[src/hdl/ubx_pkg.sv]
// Shared types and constants of the UBX frame receiver.
`default_nettype none
package ubx_pkg;

  localparam int unsigned CfgIdxW = 2;
  localparam int unsigned CfgDataW = 16;

  localparam logic [CfgIdxW-1:0] CFG_CLASS = 2'd0;
  localparam logic [CfgIdxW-1:0] CFG_ID = 2'd1;
  localparam logic [CfgIdxW-1:0] CFG_LENGTH = 2'd2;

  localparam logic [7:0] CLASS_RST = 8'h01;
  localparam logic [7:0] ID_RST = 8'h07;
  localparam logic [15:0] LENGTH_RST = 16'h0054;

  localparam logic [7:0] SYNC_FIRST = 8'hB5;
  localparam logic [7:0] SYNC_SECOND = 8'h62;

  localparam logic [1:0] KIND_PAYLOAD = 2'd0;
  localparam logic [1:0] KIND_GOOD = 2'd1;
  localparam logic [1:0] KIND_BAD = 2'd2;

  typedef enum logic [8:0] {
    PH_HUNT    = 9'b000000001,
    PH_SYNC2   = 9'b000000010,
    PH_CLASS   = 9'b000000100,
    PH_ID      = 9'b000001000,
    PH_LENLO   = 9'b000010000,
    PH_LENHI   = 9'b000100000,
    PH_PAYLOAD = 9'b001000000,
    PH_CKA     = 9'b010000000,
    PH_CKB     = 9'b100000000
  } phase_t;

  typedef struct packed {
    logic [7:0]  exp_class;
    logic [7:0]  exp_id;
    logic [15:0] exp_length;
  } cfg_t;

  typedef struct packed {
    logic        vld;
    logic [1:0]  kind;
    logic [15:0] byte_index;
    logic [7:0]  payload_byte;
  } result_req_t;

endpackage
`default_nettype wire

[src/hdl/ubx_cfg_regs.sv]
// Configuration registers of the UBX frame receiver.
`default_nettype none
module ubx_cfg_regs (
  input  wire logic                             clk,
  input  wire logic                             rst_n,
  input  wire logic                             cfg_we,
  input  wire logic [ubx_pkg::CfgIdxW-1:0]      cfg_index,
  input  wire logic [ubx_pkg::CfgDataW-1:0]     cfg_data,
  output ubx_pkg::cfg_t                         cfg
);

  ubx_pkg::cfg_t cfg_r;

  always_ff @(posedge clk) begin
    if (!rst_n) begin
      cfg_r.exp_class <= ubx_pkg::CLASS_RST;
      cfg_r.exp_id <= ubx_pkg::ID_RST;
      cfg_r.exp_length <= ubx_pkg::LENGTH_RST;
    end else if (cfg_we) begin
      case (cfg_index)
        ubx_pkg::CFG_CLASS: begin
          cfg_r.exp_class <= cfg_data[7:0];
        end
        ubx_pkg::CFG_ID: begin
          cfg_r.exp_id <= cfg_data[7:0];
        end
        ubx_pkg::CFG_LENGTH: begin
          cfg_r.exp_length <= cfg_data;
        end
        default: begin
        end
      endcase
    end
  end

  assign cfg = cfg_r;

endmodule
`default_nettype wire

[src/hdl/ubx_parser.sv]
// Frame parser: sync hunt, header check, payload indexing and Fletcher checksum.
`default_nettype none
module ubx_parser (
  input  wire logic          clk,
  input  wire logic          rst_n,
  input  wire logic          accept,
  input  wire logic [7:0]    rx_byte,
  input  wire ubx_pkg::cfg_t cfg,
  output ubx_pkg::result_req_t res
);

  ubx_pkg::phase_t phase_r, phase_nxt;
  logic [15:0] count_r, count_nxt;
  logic [7:0]  len_lo_r, len_lo_nxt;
  logic [7:0]  sum_a_r, sum_a_nxt;
  logic [7:0]  sum_b_r, sum_b_nxt;
  logic [7:0]  ck_a_r, ck_a_nxt;
  logic [7:0]  add_a;
  logic [7:0]  add_b;
  logic [15:0] count_inc;
  ubx_pkg::phase_t miss_phase;

  assign add_a = sum_a_r + rx_byte;
  assign add_b = sum_b_r + add_a;
  assign count_inc = count_r + 16'd1;
  assign miss_phase = (rx_byte == ubx_pkg::SYNC_FIRST) ? ubx_pkg::PH_SYNC2 : ubx_pkg::PH_HUNT;

  always_comb begin
    phase_nxt = phase_r;
    count_nxt = count_r;
    len_lo_nxt = len_lo_r;
    sum_a_nxt = sum_a_r;
    sum_b_nxt = sum_b_r;
    ck_a_nxt = ck_a_r;
    res = '0;
    case (phase_r)
      ubx_pkg::PH_SYNC2: begin
        if (rx_byte == ubx_pkg::SYNC_SECOND) begin
          sum_a_nxt = '0;
          sum_b_nxt = '0;
          count_nxt = '0;
          phase_nxt = ubx_pkg::PH_CLASS;
        end else if (rx_byte != ubx_pkg::SYNC_FIRST) begin
          phase_nxt = ubx_pkg::PH_HUNT;
        end
      end
      ubx_pkg::PH_CLASS: begin
        if (rx_byte == cfg.exp_class) begin
          sum_a_nxt = add_a;
          sum_b_nxt = add_b;
          phase_nxt = ubx_pkg::PH_ID;
        end else begin
          phase_nxt = miss_phase;
        end
      end
      ubx_pkg::PH_ID: begin
        if (rx_byte == cfg.exp_id) begin
          sum_a_nxt = add_a;
          sum_b_nxt = add_b;
          phase_nxt = ubx_pkg::PH_LENLO;
        end else begin
          phase_nxt = miss_phase;
        end
      end
      ubx_pkg::PH_LENLO: begin
        if (rx_byte == cfg.exp_length[7:0]) begin
          sum_a_nxt = add_a;
          sum_b_nxt = add_b;
          len_lo_nxt = rx_byte;
          phase_nxt = ubx_pkg::PH_LENHI;
        end else begin
          phase_nxt = miss_phase;
        end
      end
      ubx_pkg::PH_LENHI: begin
        if ({rx_byte, len_lo_r} == cfg.exp_length) begin
          sum_a_nxt = add_a;
          sum_b_nxt = add_b;
          count_nxt = '0;
          phase_nxt = (cfg.exp_length == 16'd0) ? ubx_pkg::PH_CKA : ubx_pkg::PH_PAYLOAD;
        end else begin
          phase_nxt = miss_phase;
        end
      end
      ubx_pkg::PH_PAYLOAD: begin
        sum_a_nxt = add_a;
        sum_b_nxt = add_b;
        res.vld = 1'b1;
        res.kind = ubx_pkg::KIND_PAYLOAD;
        res.byte_index = count_r;
        res.payload_byte = rx_byte;
        count_nxt = count_inc;
        if (count_inc >= cfg.exp_length || count_inc == 16'd0) begin
          phase_nxt = ubx_pkg::PH_CKA;
        end
      end
      ubx_pkg::PH_CKA: begin
        ck_a_nxt = rx_byte;
        phase_nxt = ubx_pkg::PH_CKB;
      end
      ubx_pkg::PH_CKB: begin
        phase_nxt = ubx_pkg::PH_HUNT;
        res.vld = 1'b1;
        res.kind = (ck_a_r == sum_a_r && rx_byte == sum_b_r) ?
                   ubx_pkg::KIND_GOOD : ubx_pkg::KIND_BAD;
      end
      default: begin
        phase_nxt = miss_phase;
      end
    endcase
    if (!accept) begin
      res.vld = 1'b0;
    end
  end

  always_ff @(posedge clk) begin
    if (!rst_n) begin
      phase_r <= ubx_pkg::PH_HUNT;
      count_r <= '0;
      len_lo_r <= '0;
      sum_a_r <= '0;
      sum_b_r <= '0;
      ck_a_r <= '0;
    end else if (accept) begin
      phase_r <= phase_nxt;
      count_r <= count_nxt;
      len_lo_r <= len_lo_nxt;
      sum_a_r <= sum_a_nxt;
      sum_b_r <= sum_b_nxt;
      ck_a_r <= ck_a_nxt;
    end
  end

endmodule
`default_nettype wire

[src/hdl/ubx_out_buf.sv]
// Two-entry output buffer: result register plus skid entry.
`default_nettype none
module ubx_out_buf (
  input  wire logic                 clk,
  input  wire logic                 rst_n,
  input  wire ubx_pkg::result_req_t push,
  output logic                      full,
  output logic                      out_valid,
  input  wire logic                 out_stall,
  output logic [1:0]                out_kind,
  output logic [15:0]               out_byte_index,
  output logic [7:0]                out_payload_byte
);

  logic main_vld_r;
  logic skid_vld_r;
  ubx_pkg::result_req_t main_r;
  ubx_pkg::result_req_t skid_r;
  logic drain;
  logic main_free;

  assign drain = main_vld_r && !out_stall;
  assign main_free = !main_vld_r || drain;

  always_ff @(posedge clk) begin
    if (!rst_n) begin
      main_vld_r <= 1'b0;
      skid_vld_r <= 1'b0;
    end else if (skid_vld_r) begin
      if (drain) begin
        skid_vld_r <= 1'b0;
      end
    end else if (push.vld) begin
      if (main_free) begin
        main_vld_r <= 1'b1;
      end else begin
        skid_vld_r <= 1'b1;
      end
    end else if (drain) begin
      main_vld_r <= 1'b0;
    end
  end

  always_ff @(posedge clk) begin
    if (skid_vld_r) begin
      if (drain) begin
        main_r <= skid_r;
      end
    end else if (push.vld) begin
      if (main_free) begin
        main_r <= push;
      end else begin
        skid_r <= push;
      end
    end
  end

  assign full = skid_vld_r;
  assign out_valid = main_vld_r;
  assign out_kind = main_r.kind;
  assign out_byte_index = main_r.byte_index;
  assign out_payload_byte = main_r.payload_byte;

endmodule
`default_nettype wire

[src/hdl/ubx_frame_receiver_top.sv]
// Top level of the UBX frame receiver.
`default_nettype none
// Takes one serial byte per cycle while in_stall is low, hunts for the 0xB5
// 0x62 sync pair, checks class, id and little-endian length against cfg
// registers, forwards each payload byte with its index and reports a good or
// bad Fletcher checksum at CK_B. Each byte is parsed in the cycle it is
// accepted (in_valid high, in_stall low); its result, if any, is registered
// in the output buffer's result register, or in its skid entry while that
// register holds an untaken result. in_stall rises only when both entries
// hold untaken results. Write cfg only while the block is idle.
module ubx_frame_receiver_top (
  input  wire logic                         clk,
  input  wire logic                         rst_n,
  input  wire logic                         in_valid,
  output logic                              in_stall,
  input  wire logic [7:0]                   in_rx_byte,
  output logic                              out_valid,
  input  wire logic                         out_stall,
  output logic [1:0]                        out_kind,
  output logic [15:0]                       out_byte_index,
  output logic [7:0]                        out_payload_byte,
  input  wire logic                         cfg_we,
  input  wire logic [ubx_pkg::CfgIdxW-1:0]  cfg_index,
  input  wire logic [ubx_pkg::CfgDataW-1:0] cfg_data
);

  ubx_pkg::cfg_t cfg;
  ubx_pkg::result_req_t res;
  logic accept;
  logic full;

  assign in_stall = full;
  assign accept = in_valid && !full;

  ubx_cfg_regs u_cfg (
    .clk       (clk),
    .rst_n     (rst_n),
    .cfg_we    (cfg_we),
    .cfg_index (cfg_index),
    .cfg_data  (cfg_data),
    .cfg       (cfg)
  );

  ubx_parser u_parser (
    .clk     (clk),
    .rst_n   (rst_n),
    .accept  (accept),
    .rx_byte (in_rx_byte),
    .cfg     (cfg),
    .res     (res)
  );

  ubx_out_buf u_out (
    .clk              (clk),
    .rst_n            (rst_n),
    .push             (res),
    .full             (full),
    .out_valid        (out_valid),
    .out_stall        (out_stall),
    .out_kind         (out_kind),
    .out_byte_index   (out_byte_index),
    .out_payload_byte (out_payload_byte)
  );

`ifndef SYNTHESIS
  a_stall_needs_out: assert property (@(posedge clk) disable iff (!rst_n)
    in_stall |-> out_valid)
    else $error("input stalled with empty output register");

  a_status_zero: assert property (@(posedge clk) disable iff (!rst_n)
    (out_valid && out_kind != ubx_pkg::KIND_PAYLOAD) |->
      (out_byte_index == 16'd0 && out_payload_byte == 8'd0))
    else $error("checksum report carries payload fields");

  a_kind_legal: assert property (@(posedge clk) disable iff (!rst_n)
    out_valid |-> (out_kind == ubx_pkg::KIND_PAYLOAD || out_kind == ubx_pkg::KIND_GOOD ||
                   out_kind == ubx_pkg::KIND_BAD))
    else $error("illegal result kind");

  a_full_drains: assert property (@(posedge clk) disable iff (!rst_n)
    (in_stall && !out_stall) |=> !in_stall)
    else $error("skid entry not released after drain");
`endif

endmodule
`default_nettype wire

[config.mk]
export PLATFORM = sky130hd
export DESIGN_NAME = ubx_frame_receiver_top
export DESIGN_NICKNAME = d
export VERILOG_FILES = /design/src/hdl/ubx_pkg.sv /design/src/hdl/ubx_cfg_regs.sv /design/src/hdl/ubx_parser.sv /design/src/hdl/ubx_out_buf.sv /design/src/hdl/ubx_frame_receiver_top.sv
export SDC_FILE = /design/constraint.sdc
export NUM_CORES = 1
export LEC_CHECK = 0
export BUFFER_PORTS_ARGS = -buffer_cell sky130_fd_sc_hd__buf_4
export CORE_ASPECT_RATIO = 1.75
export CORE_UTILIZATION = 36
export DETAILED_ROUTE_END_ITERATION = 10
export GPL_TIMING_DRIVEN = 0
export HOLD_SLACK_MARGIN = 0.15
export PLACE_DENSITY_LB_ADDON = 0.2
export SYNTH_ARGS = -nofsm -noshare
export SYNTH_HDL_FRONTEND = slang
export SYNTH_SLANG_ARGS = --single-unit
[constraint.sdc]
create_clock -name clk -period 11.6 [get_ports clk]
set_clock_uncertainty 0.1 [all_clocks]
set_input_delay 1.16 -clock clk [delete_from_list [all_inputs] [get_ports clk]]
set_output_delay 1.16 -clock clk [all_outputs]
set_load 0.005 [all_outputs]
* Word level (Yosys, flattened, before mapping)
Cells that the tools add are included.
** Storage, ports and cells
- Input port bits :: 31
- Memories :: 0
- Bits in read-only memories :: 0
- Latch bits :: 0
- Output and inout bits :: 28
- Memory bits (writable) :: 0
- Register bits :: 143
- Logic and storage cells :: 117
** Cells by class
- Divide/modulo/power cells :: 0
- Reductions and logical operators :: 27
- Bitwise operators :: 2
- Multiplexer cells :: 39
- Order comparisons :: 1
- Shift-type cells :: 0
- Multiply operators :: 0
- Add/subtract/negate cells :: 3
- Equality and inequality tests :: 28
** Operator list (count)
- 26-bit 2-to-1 mux :: 4
- 8-bit one-hot mux with 6 select lines :: 2
- 8-bit 2-to-1 mux :: 10
- 9-bit one-hot mux with 8 select lines :: 1
- 9-bit 2-to-1 mux :: 7
- 16-bit one-hot mux with 3 select lines :: 1
- 8-bit == test :: 5
- 16-bit zero test :: 2
- 16-bit 2-to-1 mux :: 2
- 24-bit 2-to-1 mux :: 1
- 16-bit by 1-bit adder with 16-bit output, second input constant :: 1
- 8-bit adder :: 2
- 16-bit == test :: 1
- 16-bit greater-or-equal comparator :: 1
- 3-bit AND reduction :: 5
- 2-bit by 1-bit inequality test with 1-bit output, second input constant :: 7
- 9-bit by 2-bit == test with 1-bit output, second input constant :: 1
- 9-bit by 3-bit == test with 1-bit output, second input constant :: 1
- 9-bit by 4-bit == test with 1-bit output, second input constant :: 1
- 9-bit by 5-bit == test with 1-bit output, second input constant :: 1
- 9-bit by 6-bit == test with 1-bit output, second input constant :: 1
- 9-bit by 7-bit == test with 1-bit output, second input constant :: 1
- 9-bit by 8-bit == test with 1-bit output, second input constant :: 1
- 9-bit == test, second input constant :: 1
- 21 further kinds :: 40

* Logic depth before layout (Yosys ltp)
Gate-level depths: netlist of the first run.
- Depth after elaboration :: 7
- Depth in mapped cells :: 16
- Gate-level depth less buffers :: 16

* Hierarchy
From an unflattened synthesis of the first run, not the netlist that was laid out.
** Unflattened totals
- Cell total of the unflattened synthesis :: 820
- Area, all modules :: 8336.7 um2
** Modules (own cells, without submodules)
- ubx_parser :: cells an instance 593, times used 1, seq. area each 1141.1 um2, area an instance 4922.2 um2
- ubx_out_buf :: cells an instance 94, times used 1, seq. area each 1601.5 um2, area an instance 2099.5 um2
- ubx_cfg_regs :: cells an instance 132, times used 1, seq. area each 640.6 um2, area an instance 1301.2 um2
- ubx_frame_receiver_top :: cells an instance 1, times used 1, seq. area each 0.0 um2, area an instance 13.8 um2

* Worst setup path after synthesis of the first run
Ideal clock, no wire load.
- Kind :: input -> register
- From :: input in_valid
- To :: register u_out.main_r, in the netlist u_out.out_byte_index[0] (enable)
- Slack :: 7.381 ns
- Data arrival time :: 3.670 ns
- Required time :: 11.051 ns
- Setup time :: 0.449 ns
- Path buffers :: 0
- Stages on the path :: 3
- Cells stage by stage :: nand2b_1 > or4_1 > a21boi_0
** Between the ends
- Longest elaborated chain between the ends :: 4
** Ends and longest elaborated chain
- from (decl) :: RTL line ubx_frame_receiver_top.sv:14 : input wire logic in_valid,
- 1-bit logical AND :: RTL line ubx_frame_receiver_top.sv:33 : assign accept = in_valid && !full;
- 1-bit 2-to-1 mux :: RTL line ubx_parser.sv:111 : if (!accept) begin
- 2-bit nonzero test (no source line)
- 3-bit AND reduction (no source line)
- to (signal assigned) :: RTL line ubx_out_buf.sv:47 : main_r <= skid_r;
- to (signal assigned) :: RTL line ubx_out_buf.sv:51 : main_r <= push;
- to (decl) :: RTL line ubx_out_buf.sv:17 : ubx_pkg::result_req_t main_r;
Every way passes these cells.
A chain may end at the register's enable or synchronous reset.

* Worst setup path after layout of the first run
- From :: register u_parser.count_r[0]
- To :: register u_parser.phase_r[7]
** Between the ends
- Longest elaborated chain between the ends :: 5
- Elaborated cells between the ends (all ways) :: 6
- Classes of those cells :: add/sub (1); order compare (1); eq/ne (1); reduce/logical (3)
** Ends and longest elaborated chain
- from (decl) :: RTL line ubx_parser.sv:13 : logic [15:0] count_r, count_nxt;
- from (signal assigned) :: RTL line ubx_parser.sv:126 : count_r <= count_nxt;
- 16-bit by 1-bit adder with 16-bit output (*) :: RTL line ubx_parser.sv:25 : assign count_inc = count_r + 16'd1;
- 16-bit greater-or-equal comparator / 16-bit zero test (equally long branches) :: RTL line ubx_parser.sv:93 : if (count_inc >= cfg.exp_length || count_inc == 16'd0) begin
- 1-bit logical OR (*) :: RTL line ubx_parser.sv:93
- 2-bit by 1-bit inequality test with 1-bit output (no source line) (*)
- 3-bit AND reduction (no source line) (*)
- to (signal assigned) :: RTL line ubx_parser.sv:118 : phase_r <= ubx_pkg::PH_HUNT;
- to (signal assigned) :: RTL line ubx_parser.sv:125 : phase_r <= phase_nxt;
- to (decl) :: RTL line ubx_parser.sv:12 : ubx_pkg::phase_t phase_r, phase_nxt;
Every way passes the cells marked *; elsewhere a longest branch is shown, timed or not.

==> reports/results.ini, run 1 <==
[floorplanning]
dieArea_um2 = 22400
core-area_um2 = 21400
die_x_um = 114
rows = 71
die_h_um = 197
start_util_pct = 36.7
io_pins = 59

[clocking]
cts_resized = 0
clkLatencyLatePin_ns = 0.44
cts_root_buffer = clkbuf_16
htreeDepth = 4
clkTransAtPathRegs_ns = 0.07
cts_max_path_buffers = 2
ctsHoldBuffers = 0
cts_buffers = 17
cts.sinks = 143
cts_tree = done
postCtsSetupRepairBufs = 0

[drt]
wl_per_cell_um = 17.0
vias = 5981
wirelength_um = 20200
drt_iter0_markers = 249
dr.pass1.iters = 5
postRouteAntennaNets = 0
viasPerCell = 5.05
route.detailed.drc = 0

[critical_path]
rrSetupSlack_ns = 7.13
end_kind = register
startpoint_type = register
r2r-end = u_parser.phase_r[7]$_SDFFE_PN0P_
cp.required_ns = 11.82
r2r-start = u_parser.count_r[0]$_SDFFE_PN0P_
crit_type = reg2reg
ff2ff_path_depth = 15
worst-path-max-fanout = 9
cp.arrival_ns = 4.70

[timing]
fin_hold_ws_ns = 0.398
fmaxAchievable_mhz = 224
worst_slack_ns = 7.13
final.period_utilization_pct = 38.6
tightestPinTransition_ns = 1.09
drv_slew = 0
slew_headroom_pct = 27.1
tns_ns = 0
setup_viol = 0
period_needed_ns = 4.47
rsz0062_at_grt = no
finalHoldViolations = 0

[yosys]
netlist_top_cells_count = 91 x dfxtp_1, 88 x nor2_1, 72 x nand2_1, 52 x edfxtp_1, 51 x xor2_1
synth_top_area_share_pct = 23.2
yosysSeqAreaShare_pct = 43.1
synth_top_flop_cell = dfxtp_1
yosysMostFrequentCell = dfxtp_1
synth_cells = 801
yosysWarnings = 0
ys_ff_latch = 143
synth_edf_count = 52
yosysTopAreaCell = dfxtp_1
synth_area_um2 = 7850
ys_types = 63
ys_top_cells_by_area = dfxtp_1 23%, edfxtp_1 20%, xor2_1 5.7%
async_flop_share_pct = 0
syn_nets = 866
avgSynthCellArea_um2 = 9.80

[global_route]
grt_pass1_vias = 5999
grt_pass1_wl_um = 32400
grt_max_degree = 27
grt_use_total_pct = 19.2
antenna_found_initial = 0
overflow = 0

[placed_design]
gp_congestion = 0.810
numPortBuffers = 58
place_area_um2 = 8700
pre_cts_slack_ns = 6.95
dp_hpwl_um = 15300

[finish]
antenna_cells = 0
post-route-cell-area_um2 = 9310
drive_above_1_share_pct = 17.4
final_net_count = 944
syn_to_final_growth_pct = 18.5

[hold_path]
hold_path_depth = 2
min_path_type = reg2reg
hold-path-endpoint = u_cfg.cfg[18]$_SDFFE_PN1P_
hp-start = u_cfg.cfg[18]$_SDFFE_PN1P_

[pwr]
p_leak_uw = 0.00348
ir_drop_mv = 0.0625
powerDensity_nw_per_um2 = 126

[outcome]
run_status = completed

[flow_run]
drv.max_cap_violation_count = 0

[layout make-up]
| cell class | count | area [um2] |
|---|---|---|
| buffer | 50 | 243 |
| clock buffer | 18 | 429 |
| clock inverter | 14 | 183 |
| fill | 2100 | 12100 |
| inverter | 26 | 97.6 |
| multi-input combinational | 582 | 4140 |
| sequential | 143 | 3380 |
| tap | 292 | 365 |
| timing repair buffer | 59 | 463 |
[worst max path at each step]
stage | startpoint | end | slack (ns) | cells past startpoint
floorplan | in_valid | u_out.out_byte_index[0]$_DFFE_PP_ | 7.38 | 3
global placement | in_valid | u_out.out_byte_index[10]$_DFFE_PP_ | 5.97 | 4
detailed placement | in_rx_byte[1] | u_parser.sum_b_r[7]$_SDFFE_PN0P_ | 6.95 | 15
CTS | u_parser.count_r[0]$_SDFFE_PN0P_ | u_parser.phase_r[7]$_SDFFE_PN0P_ | 7.06 | 15
global route | u_parser.count_r[0]$_SDFFE_PN0P_ | u_parser.phase_r[7]$_SDFFE_PN0P_ | 6.70 | 15
finish | u_parser.count_r[0]$_SDFFE_PN0P_ | u_parser.phase_r[7]$_SDFFE_PN0P_ | 7.13 | 15
[logic make-up (layout without fill, tap and decap cells)]
group	after synthesis	after routing	synth area share, %
compound gates	107	107	9.70
fa+ha+maj	34	34	5.61
simple gates	292	292	19.2
flops	143	143	43.1
buf+inv	76	167	4.33
mux	65	65	8.65
xor+xnor	84	84	9.46
[worst max-delay path: stages (launching register included)]
cell and delay, ns:
dfxtp_1 0.41, ha_1 0.17, clkbuf_1 0.32, nand3_1 0.19, nor2_1 0.41, and3_1 0.29
xor2_1 0.18, ha_1 0.26, a21oi_1 0.17, nor2b_1 0.07, a2111oi_0 0.45, o41ai_1 0.15
a2111oi_0 0.54, a21boi_0 0.15, buf_2 0.24, o221a_2 0.28
[flip-flops by register name, summed over array words and instances, names as in the netlist]
name                    count
u_parser.phase_r            9
u_out.skid_r               26
u_cfg.cfg                  32
u_parser.sum_a_r            8
u_parser.ck_a_r             8
u_out.out_byte_index       16
u_parser.sum_b_r            8
u_out.out_valid             1
u_out.full                  1
u_out.out_kind              2
u_out.out_payload_byte      8
u_parser.count_r           16
u_parser.len_lo_r           8
[power breakdown]
| group | switching, uW | internal [uW] | total (uW) |
|---|---|---|---|
| combinational | 40.3 | 27.1 | 67.4 |
| sequential | 4.99 | 520 | 525 |
| clock | 235 | 342 | 577 |
| total | 280 | 889 | 1170 |
[layer usage]
metal / GRT usage (%) / part of all wire (%)
met5: 0 / 0
met4: 10.6 / 4.3
met3: 2.70 / 3.0
met2: 35.1 / 53
met1: 20.9 / 40
[per-stage QoR]
stage	utilization [%]	total power, uW	instances
global route	43.5	1210	1184
CTS	43.5	1180	1184
finish	43.5	1170	1184
global placement	40.4	603	1151
detailed placement	40.6	604	1152
floorplan	-	577	801
[layout by cell type (no fill, tap or decap), types with 25 or more instances in the layout]
cell	instances
xor2_1	51
inv_1	26
ha_1	32
nand2_1	72
dfxtp_1	91
buf_4	61
mux2i_1	42
xnor2_1	32
nor2_1	87
a21oi_1	33
edfxtp_1	52
and2_1	25
clkbuf_1	28
No activity file was read; power rests on OpenSTA's default activity.
==> inputs of run 2 (changes only) <==
- ABC_AREA: unset -> 1
- clock period: 11.6 -> 4.15 ns (I/O delays scaled with it)
==> run 2 against run 1 <==
  * First-iteration DRC count rose by 39%
  * Combinational power rose to 4.6 times the previous value
  * Critical path depth rose by 1
  * Critical path type unchanged
  * Largest power group unchanged
==> reports/results.ini, run 2 <==
[yosys]
syn_nets = 1121  ; was 866
ys_ff_latch = 143  ; unchanged
synth_top_flop_cell = dfxtp_1  ; unchanged
synth_edf_count = 52  ; unchanged
synth_area_um2 = 8150  ; was 7850 um2
netlist_top_cells_count = 258 x nand2_1, 110 x inv_1, 108 x nor2_1, 91 x dfxtp_1, 80 x a21oi_1  ; was 91 x dfxtp_1, 88 x nor2_1, 72 x nand2_1, 52 x edfxtp_1, 51 x xor2_1
synth_cells = 1056  ; was 801
avgSynthCellArea_um2 = 7.72  ; was 9.80 um2
ys_types = 45  ; was 63
ys_top_cells_by_area = dfxtp_1 22%, edfxtp_1 19%, nand2_1 12%  ; was dfxtp_1 23%, edfxtp_1 20%, xor2_1 5.7%
synth_top_area_share_pct = 22.4  ; was 23.2%
yosysTopAreaCell = dfxtp_1  ; unchanged
async_flop_share_pct = 0  ; unchanged
yosysSeqAreaShare_pct = 41.5  ; was 43.1%
yosysMostFrequentCell = nand2_1  ; was dfxtp_1
yosysWarnings = 0  ; unchanged

[timing]
tns_ns = 0  ; unchanged
final.period_utilization_pct = 76.5  ; was 38.6%
drv_slew = 0  ; unchanged
finalHoldViolations = 0  ; unchanged
fmaxAchievable_mhz = 315  ; was 224 MHz
tightestPinTransition_ns = 0.890  ; was 1.09 ns
worst_slack_ns = 0.973  ; was 7.13 ns
period_needed_ns = 3.18  ; was 4.47 ns
rsz0062_at_grt = no  ; unchanged
slew_headroom_pct = 40.2  ; was 27.1%
setup_viol = 0  ; unchanged

[global_route]
use_met2_pct = 40.4  ; was 35.1%
antenna_found_initial = 0  ; unchanged
grt_pass1_vias = 6802  ; was 5,999
overflow = 0  ; unchanged
grt_max_degree = 21  ; was 27
top_usage_layer = met2  ; unchanged
grt_use_met1_pct = 20.1  ; was 20.9%
grt_use_total_pct = 20.7  ; was 19.2%
use_met3_pct = 3.26  ; was 2.70%
grt_pass1_wl_um = 35500  ; was 32,400 um

[critical_path]
path_cells = ha_1 > inv_1 > fa_1 > o21ai_0 > nand2_1 > nand2_1 > a21oi_1 > xnor2_1 > ha_1 > a21oi_1 > o21ai_0 > a31oi_1 > inv_1 > nand2_1 > nand4_1 > a21oi_1  ; was ha_1 > clkbuf_1 > nand3_1 > nor2_1 > and3_1 > xor2_1 > ha_1 > a21oi_1 > nor2b_1 > a2111oi_0 > o41ai_1 > a2111oi_0 > a21boi_0 > buf_2 > o221a_2
startpoint_type = register  ; unchanged
cp_top_family = adder cells  ; was compound AO/OA/AOI/OAI gates
end_kind = register  ; unchanged
cp.arrival_ns = 3.43  ; was 4.70 ns
crit_type = reg2reg  ; unchanged
cp_num_buf_inv = 2  ; unchanged
worst-path-max-fanout = 3  ; was 9
cp.required_ns = 4.41  ; was 11.82 ns
critPathMaxStageDelay_ns = 0.39  ; was 0.54 ns
slowest_stage = fa_1  ; was a2111oi_0

[flow_run]
drv.max_cap_violation_count = 0  ; unchanged

[drt]
dr.pass1.iters = 5  ; unchanged
postRouteAntennaNets = 0  ; unchanged
wirelength_um = 22600  ; was 20,200 um
route.detailed.drc = 0  ; unchanged
vias = 6925  ; was 5,981
wl_per_cell_um = 15.6  ; was 17.0 um
drt_iter0_markers = 346  ; was 249
viasPerCell = 4.77  ; was 5.05

[clocking]
cts_max_path_buffers = 2  ; unchanged
clkTransAtPathRegs_ns = 0.06  ; was 0.07 ns
htreeDepth = 4  ; unchanged
cts_buffers = 17  ; unchanged
cts_root_buffer = clkbuf_16  ; unchanged
cts_tree = done  ; unchanged
cts.sinks = 143  ; unchanged
postCtsSetupRepairBufs = 0  ; unchanged
clkLatencyLatePin_ns = 0.43  ; was 0.44 ns

[floorplanning]
die_h_um = 201  ; was 197 um
core-area_um2 = 22200  ; was 21,400 um2
dieArea_um2 = 23300  ; was 22,400 um2
io_pins = 59  ; unchanged
rows = 72  ; was 71
start_util_pct = 36.8  ; was 36.7%
die_x_um = 116  ; was 114 um

[pwr]
p_leak_uw = 0.00424  ; was 0.00348 uW
powerDensity_nw_per_um2 = 347  ; was 126 nW/um2
ir_drop_mv = 0.223  ; was 0.0625 mV

[placed_design]
pre_cts_slack_ns = 0.564  ; was 6.95 ns
numPortBuffers = 57  ; was 58
dp_hpwl_um = 18000  ; was 15,300 um
gp_congestion = 0.896  ; was 0.810

[finish]
final_cell_mix = 258 x nand2_1, 110 x inv_1, 107 x nor2_1  ; was 91 x dfxtp_1, 87 x nor2_1, 72 x nand2_1
antenna_cells = 0  ; unchanged
drive_above_1_share_pct = 15.4  ; was 17.4%
layout.cells.most_common = nand2_1  ; was dfxtp_1
syn_to_final_growth_pct = 18.5  ; about the same
largest_reg_flops = 32  ; unchanged
final_net_count = 1207  ; was 944

[outcome]
run_status = completed  ; unchanged

[hold_path]
min_path_type = in2reg  ; was reg2reg

## run 2: path summary, 6_finish.rpt
path,from,end,slack [ns],cells after the start
worst max-delay path,u_parser.sum_a_r[0]$_SDFFE_PN0P_,u_parser.sum_b_r[7]$_SDFFE_PN0P_,0.97,16
worst min-delay path,cfg_data[10],u_cfg.cfg[10]$_SDFFE_PN0P_,0.17,3
worst max register to register,u_parser.sum_a_r[0]$_SDFFE_PN0P_,u_parser.sum_b_r[7]$_SDFFE_PN0P_,0.97,16
worst min register to register,u_parser.ck_a_r[3]$_SDFFE_PN0P_,u_parser.ck_a_r[3]$_SDFFE_PN0P_,0.36,2
## run 2: layer usage
layer	wire length, um	share of wire, %
met4	832	3.7
met2	12900	57
met3	570	2.5
met1	8310	37
met5	0	0
## run 2: worst reg2reg max path: cells and delay by family (launching register included)
| family | cells | cell delay, ns |
|---|---|---|
| simple gates | 4 | 0.32 |
| xor+xnor | 1 | 0.27 |
| buf+inv | 2 | 0.13 |
| fa+ha+maj | 3 | 0.96 |
| flops | 1 | 0.38 |
| compound gates | 6 | 0.94 |
## run 2: timing repair
| action | in CTS | in global routing |
|---|---|---|
| resized for setup | 0 | 0 |
| hold endpoints to repair | 11 | 0 |
| hold buffers | 8 | 0 |
## run 2: area by class of cell
type | instances | area [um2]
Inverter | 124 | 467
Multi-Input combinational cell | 752 | 4090
Timing Repair Buffer | 67 | 538
Buffer | 37 | 216
Sequential cell | 143 | 3380
Clock buffer | 17 | 425
Fill cell | 2361 | 12500
Clock inverter | 15 | 168
Tap cell | 296 | 370
## run 2: cell families after synthesis
kind of cell | count (synthesis) | synth area share, %
AOI/OAI and AO/OA | 164 | 11.5
adders and majority gates | 34 | 5.40
and+or+nand+nor | 497 | 26.9
DFF | 143 | 41.5
xor gates and xnor gates | 57 | 6.22
buffers and inverters | 161 | 8.38
## run 2: metrics by stage
step           std cells  instance area (um2)  power, uW  hold WS [ns]  utilization [%]
5_1_grt             1451                 9660       3480         0.186             43.6
6_report            1451                 9660       3360         0.173             43.6
4_1_cts             1451                 9660       3390         0.156             43.6
3_5_place_dp        1411                 8980       1820         0.358             40.5
3_3_place_gp        1409                 8950       1820         0.349             40.4
2_1_floorplan       1056                 8150       1720         0.336                -
## run 2: where the power goes
part / switching, uW / internal [uW] / leakage, uW
logic: 190 / 117 / 0.00273
clock network: 616 / 939 / 0.000281
registers: 23.0 / 1470 / 0.00123
==> inputs of run 3 (changes only) <==
- ABC_AREA: 1 -> 0
- clock period: 4.15 -> 3.05 ns (I/O delays scaled with it)
==> run 3 against run 2 <==
  * The run now ends with negative setup slack left
  * Sequential share of layout area decreased by 1.3 points
  * Highest routed layer unchanged
  * Clock power increased by 40%
  * Maximum frequency decreased by 1.4%
  * Clock-buffer cell count increased by 2
  * Core utilization increased by 3.5 points
==> reports/results.ini, run 3 (synthesis gave the netlist of run 1 again) <==
[drt]
dr.pass1.iters = 5  ; unchanged
wl_per_cell_um = 17.8  ; was 15.6 um
vias = 6256  ; was 6,925
wirelength_um = 21900  ; was 22,600 um
postRouteAntennaNets = 0  ; unchanged
route.detailed.drc = 0  ; unchanged
drt_iter0_markers = 337  ; was 346
viasPerCell = 5.09  ; was 4.77

[timing]
tightestPinTransition_ns = 0.884  ; was 0.890 ns
rsz0062_at_grt = yes  ; was no
finalHoldViolations = 0  ; unchanged
tns_ns = -1.44  ; was 0 ns
drv_slew = 0  ; unchanged
period_needed_ns = 3.22  ; was 3.18 ns
slew_headroom_pct = 40.7  ; was 40.2%
setup_viol = 9  ; was 0
final.period_utilization_pct = 106  ; was 76.5%
fmaxAchievable_mhz = 310  ; was 315 MHz
worst_slack_ns = -0.171  ; was 0.973 ns
fin_hold_ws_ns = 0.176  ; was 0.173 ns

[finish]
final_net_count = 990  ; was 1,207
syn_to_final_growth_pct = 28.4  ; was 18.5%
drive_above_1_share_pct = 25.6  ; was 15.4%
antenna_cells = 0  ; unchanged
instances_no_fill = 1230  ; was 1,451
layout.cells.most_common = buf_4  ; was nand2_1
largest_reg_flops = 32  ; unchanged
final_cell_mix = 89 x buf_4, 82 x dfxtp_1, 80 x nor2_1  ; was 258 x nand2_1, 110 x inv_1, 107 x nor2_1
post-route-util_pct = 47.1  ; was 43.6%

[global_route]
grt_pass1_vias = 6182  ; was 6,802
grt_pass1_wl_um = 33600  ; was 35,500 um
grt_use_total_pct = 20.1  ; was 20.7%
antenna_found_initial = 0  ; unchanged
grt_max_degree = 27  ; was 21
overflow = 0  ; unchanged

[clocking]
clkLatencyLatePin_ns = 0.44  ; was 0.43 ns
cts_tree = done  ; unchanged
htreeDepth = 4  ; unchanged
cts_buffers = 17  ; unchanged
clkTransAtPathRegs_ns = 0.07  ; was 0.06 ns
cts_root_buffer = clkbuf_16  ; unchanged
cts_max_path_buffers = 2  ; unchanged
cts.sinks = 143  ; unchanged

[pwr]
net-switching-power_uw = 1070  ; was 830 uW
swShare_pct = 23.8  ; was 24.7%
intPower_uw = 3410  ; was 2530 uW
p_leak_uw = 0.00381  ; was 0.00424 uW
powerDensity_nw_per_um2 = 444  ; was 347 nW/um2
totalPowerFinal_uw = 4480  ; was 3360 uW
p_comb_share_pct = 6.6  ; was 9.2%
ir_drop_mv = 0.302  ; was 0.223 mV
pwr-share-seq_pct = 44.5  ; about the same
power_frac_clock_pct = 48.9  ; was 46.4%

[placed_design]
place_inst = 1152  ; was 1,411
gp_congestion = 0.853  ; was 0.896
dp_hpwl_um = 15800  ; was 18,000 um
numPortBuffers = 58  ; was 57

[hold_path]
hold-path-endpoint = u_parser.sum_a_r[0]$_SDFFE_PN0P_  ; was u_cfg.cfg[10]$_SDFFE_PN0P_
hold_path_depth = 4  ; was 3
hp-start = in_rx_byte[0]  ; was cfg_data[10]
min_path_type = in2reg  ; unchanged

[critical_path]
rrSetupSlack_ns = -0.17  ; was 0.97 ns
end_kind = register  ; unchanged
startpoint_type = register  ; unchanged
r2r-start = u_parser.count_r[1]$_SDFFE_PN0P_  ; was u_parser.sum_a_r[0]$_SDFFE_PN0P_
worst-path-max-fanout = 4  ; was 3
cp.required_ns = 3.27  ; was 4.41 ns
cp.arrival_ns = 3.44  ; was 3.43 ns
r2r-end = u_parser.phase_r[1]$_SDFFE_PN0P_  ; was u_parser.sum_b_r[7]$_SDFFE_PN0P_
ff2ff_path_depth = 16  ; unchanged
crit_type = reg2reg  ; unchanged

[outcome]
run_status = finished, violations left  ; was completed
violations = negative setup slack

[flow_run]
drv.max_cap_violation_count = 0  ; unchanged

[floorplanning]
die_h_um = 197  ; was 201 um
rows = 71  ; was 72
die_x_um = 114  ; was 116 um
dieArea_um2 = 22400  ; was 23,300 um2
start_util_pct = 36.7  ; was 36.8%
io_pins = 59  ; unchanged
core-area_um2 = 21400  ; was 22,200 um2

==> run 3: cell type report <==
class                   count  area (um2)
clock inverters            13         160
clock buffers              19         443
inverters                  26        97.6
repair buffers            106         890
well taps                 292         365
flip-flops and latches    143        3400
multi-input cells         583        4440
plain buffers              48         292
fillers                  2047       11300
==> run 3: how the worst max path moves through the flow <==
stage                                startpoint                          endpoint  slack, ns  cells past startpoint
3_5_place_dp   u_parser.count_r[0]$_SDFFE_PN0P_  u_parser.phase_r[7]$_SDFFE_PN0P_      -1.06                     13
3_3_place_gp   u_parser.count_r[0]$_SDFFE_PN0P_  u_parser.phase_r[7]$_SDFFE_PN0P_      -1.02                     13
2_1_floorplan  u_parser.count_r[2]$_SDFFE_PN0P_  u_parser.phase_r[7]$_SDFFE_PN0P_      -0.16                     14
4_1_cts        u_parser.count_r[1]$_SDFFE_PN0P_  u_parser.phase_r[2]$_SDFFE_PN0P_      -0.48                     16
5_1_grt        u_parser.count_r[1]$_SDFFE_PN0P_  u_parser.phase_r[2]$_SDFFE_PN0P_      -0.35                     16
6_report       u_parser.count_r[1]$_SDFFE_PN0P_  u_parser.phase_r[1]$_SDFFE_PN0P_      -0.17                     16
==> run 3: critical path, cell delays in order (launching register included) <==
cell	delay, ns
dfxtp_4	0.38
ha_4	0.13
clkbuf_8	0.13
buf_4	0.11
inv_1	0.05
nor2_2	0.11
xor2_1	0.23
ha_1	0.28
nand2_2	0.09
o21ai_2	0.09
a2111oi_4	0.37
o41ai_2	0.14
a2111oi_2	0.36
a21boi_1	0.11
buf_4	0.16
buf_4	0.14
mux2i_1	0.11
==> run 3: layer usage <==
metal | share of wire (%) | up-vias | track usage [%]
met5 | 0 | - | 0
met4 | 3.0 | 0 | 10.2
met3 | 2.7 | 32 | 3.56
met2 | 55 | 113 | 37.5
met1 | 39 | 3026 | 21.3
li1 | - | 3085 | -
==> run 3: what timing repair did <==
item | CTS | global route
hold buffers | 18 | 0
endpoints found under the hold margin | 36 | 0
pin swaps | 17 | 26
setup buffers | 19 | 10
cloned | 0 | 1
resized for setup | 36 | 40
endpoints found under the setup margin | 59 | 78
==> run 3: through the flow <==
step / cell area (um2) / setup WS [ns]
after floorplan: 7930 / -0.162
after global placement: 8730 / -1.02
after detailed placement: 8770 / -1.06
after CTS: 9820 / -0.481
after global routing: 10100 / -0.345
final: 10100 / -0.171
==> run 3: power by group through the flow <==
| stage | clock [uW] | sequential (uW) | combinational, uW |
|---|---|---|---|
| after global routing | 2310 | 2000 | 319 |
| after CTS | 2230 | 1990 | 290 |
| final | 2190 | 2000 | 295 |
| after global placement | 0 | 2040 | 261 |
| after floorplan | 0 | 2030 | 162 |
| after detailed placement | 0 | 2040 | 265 |
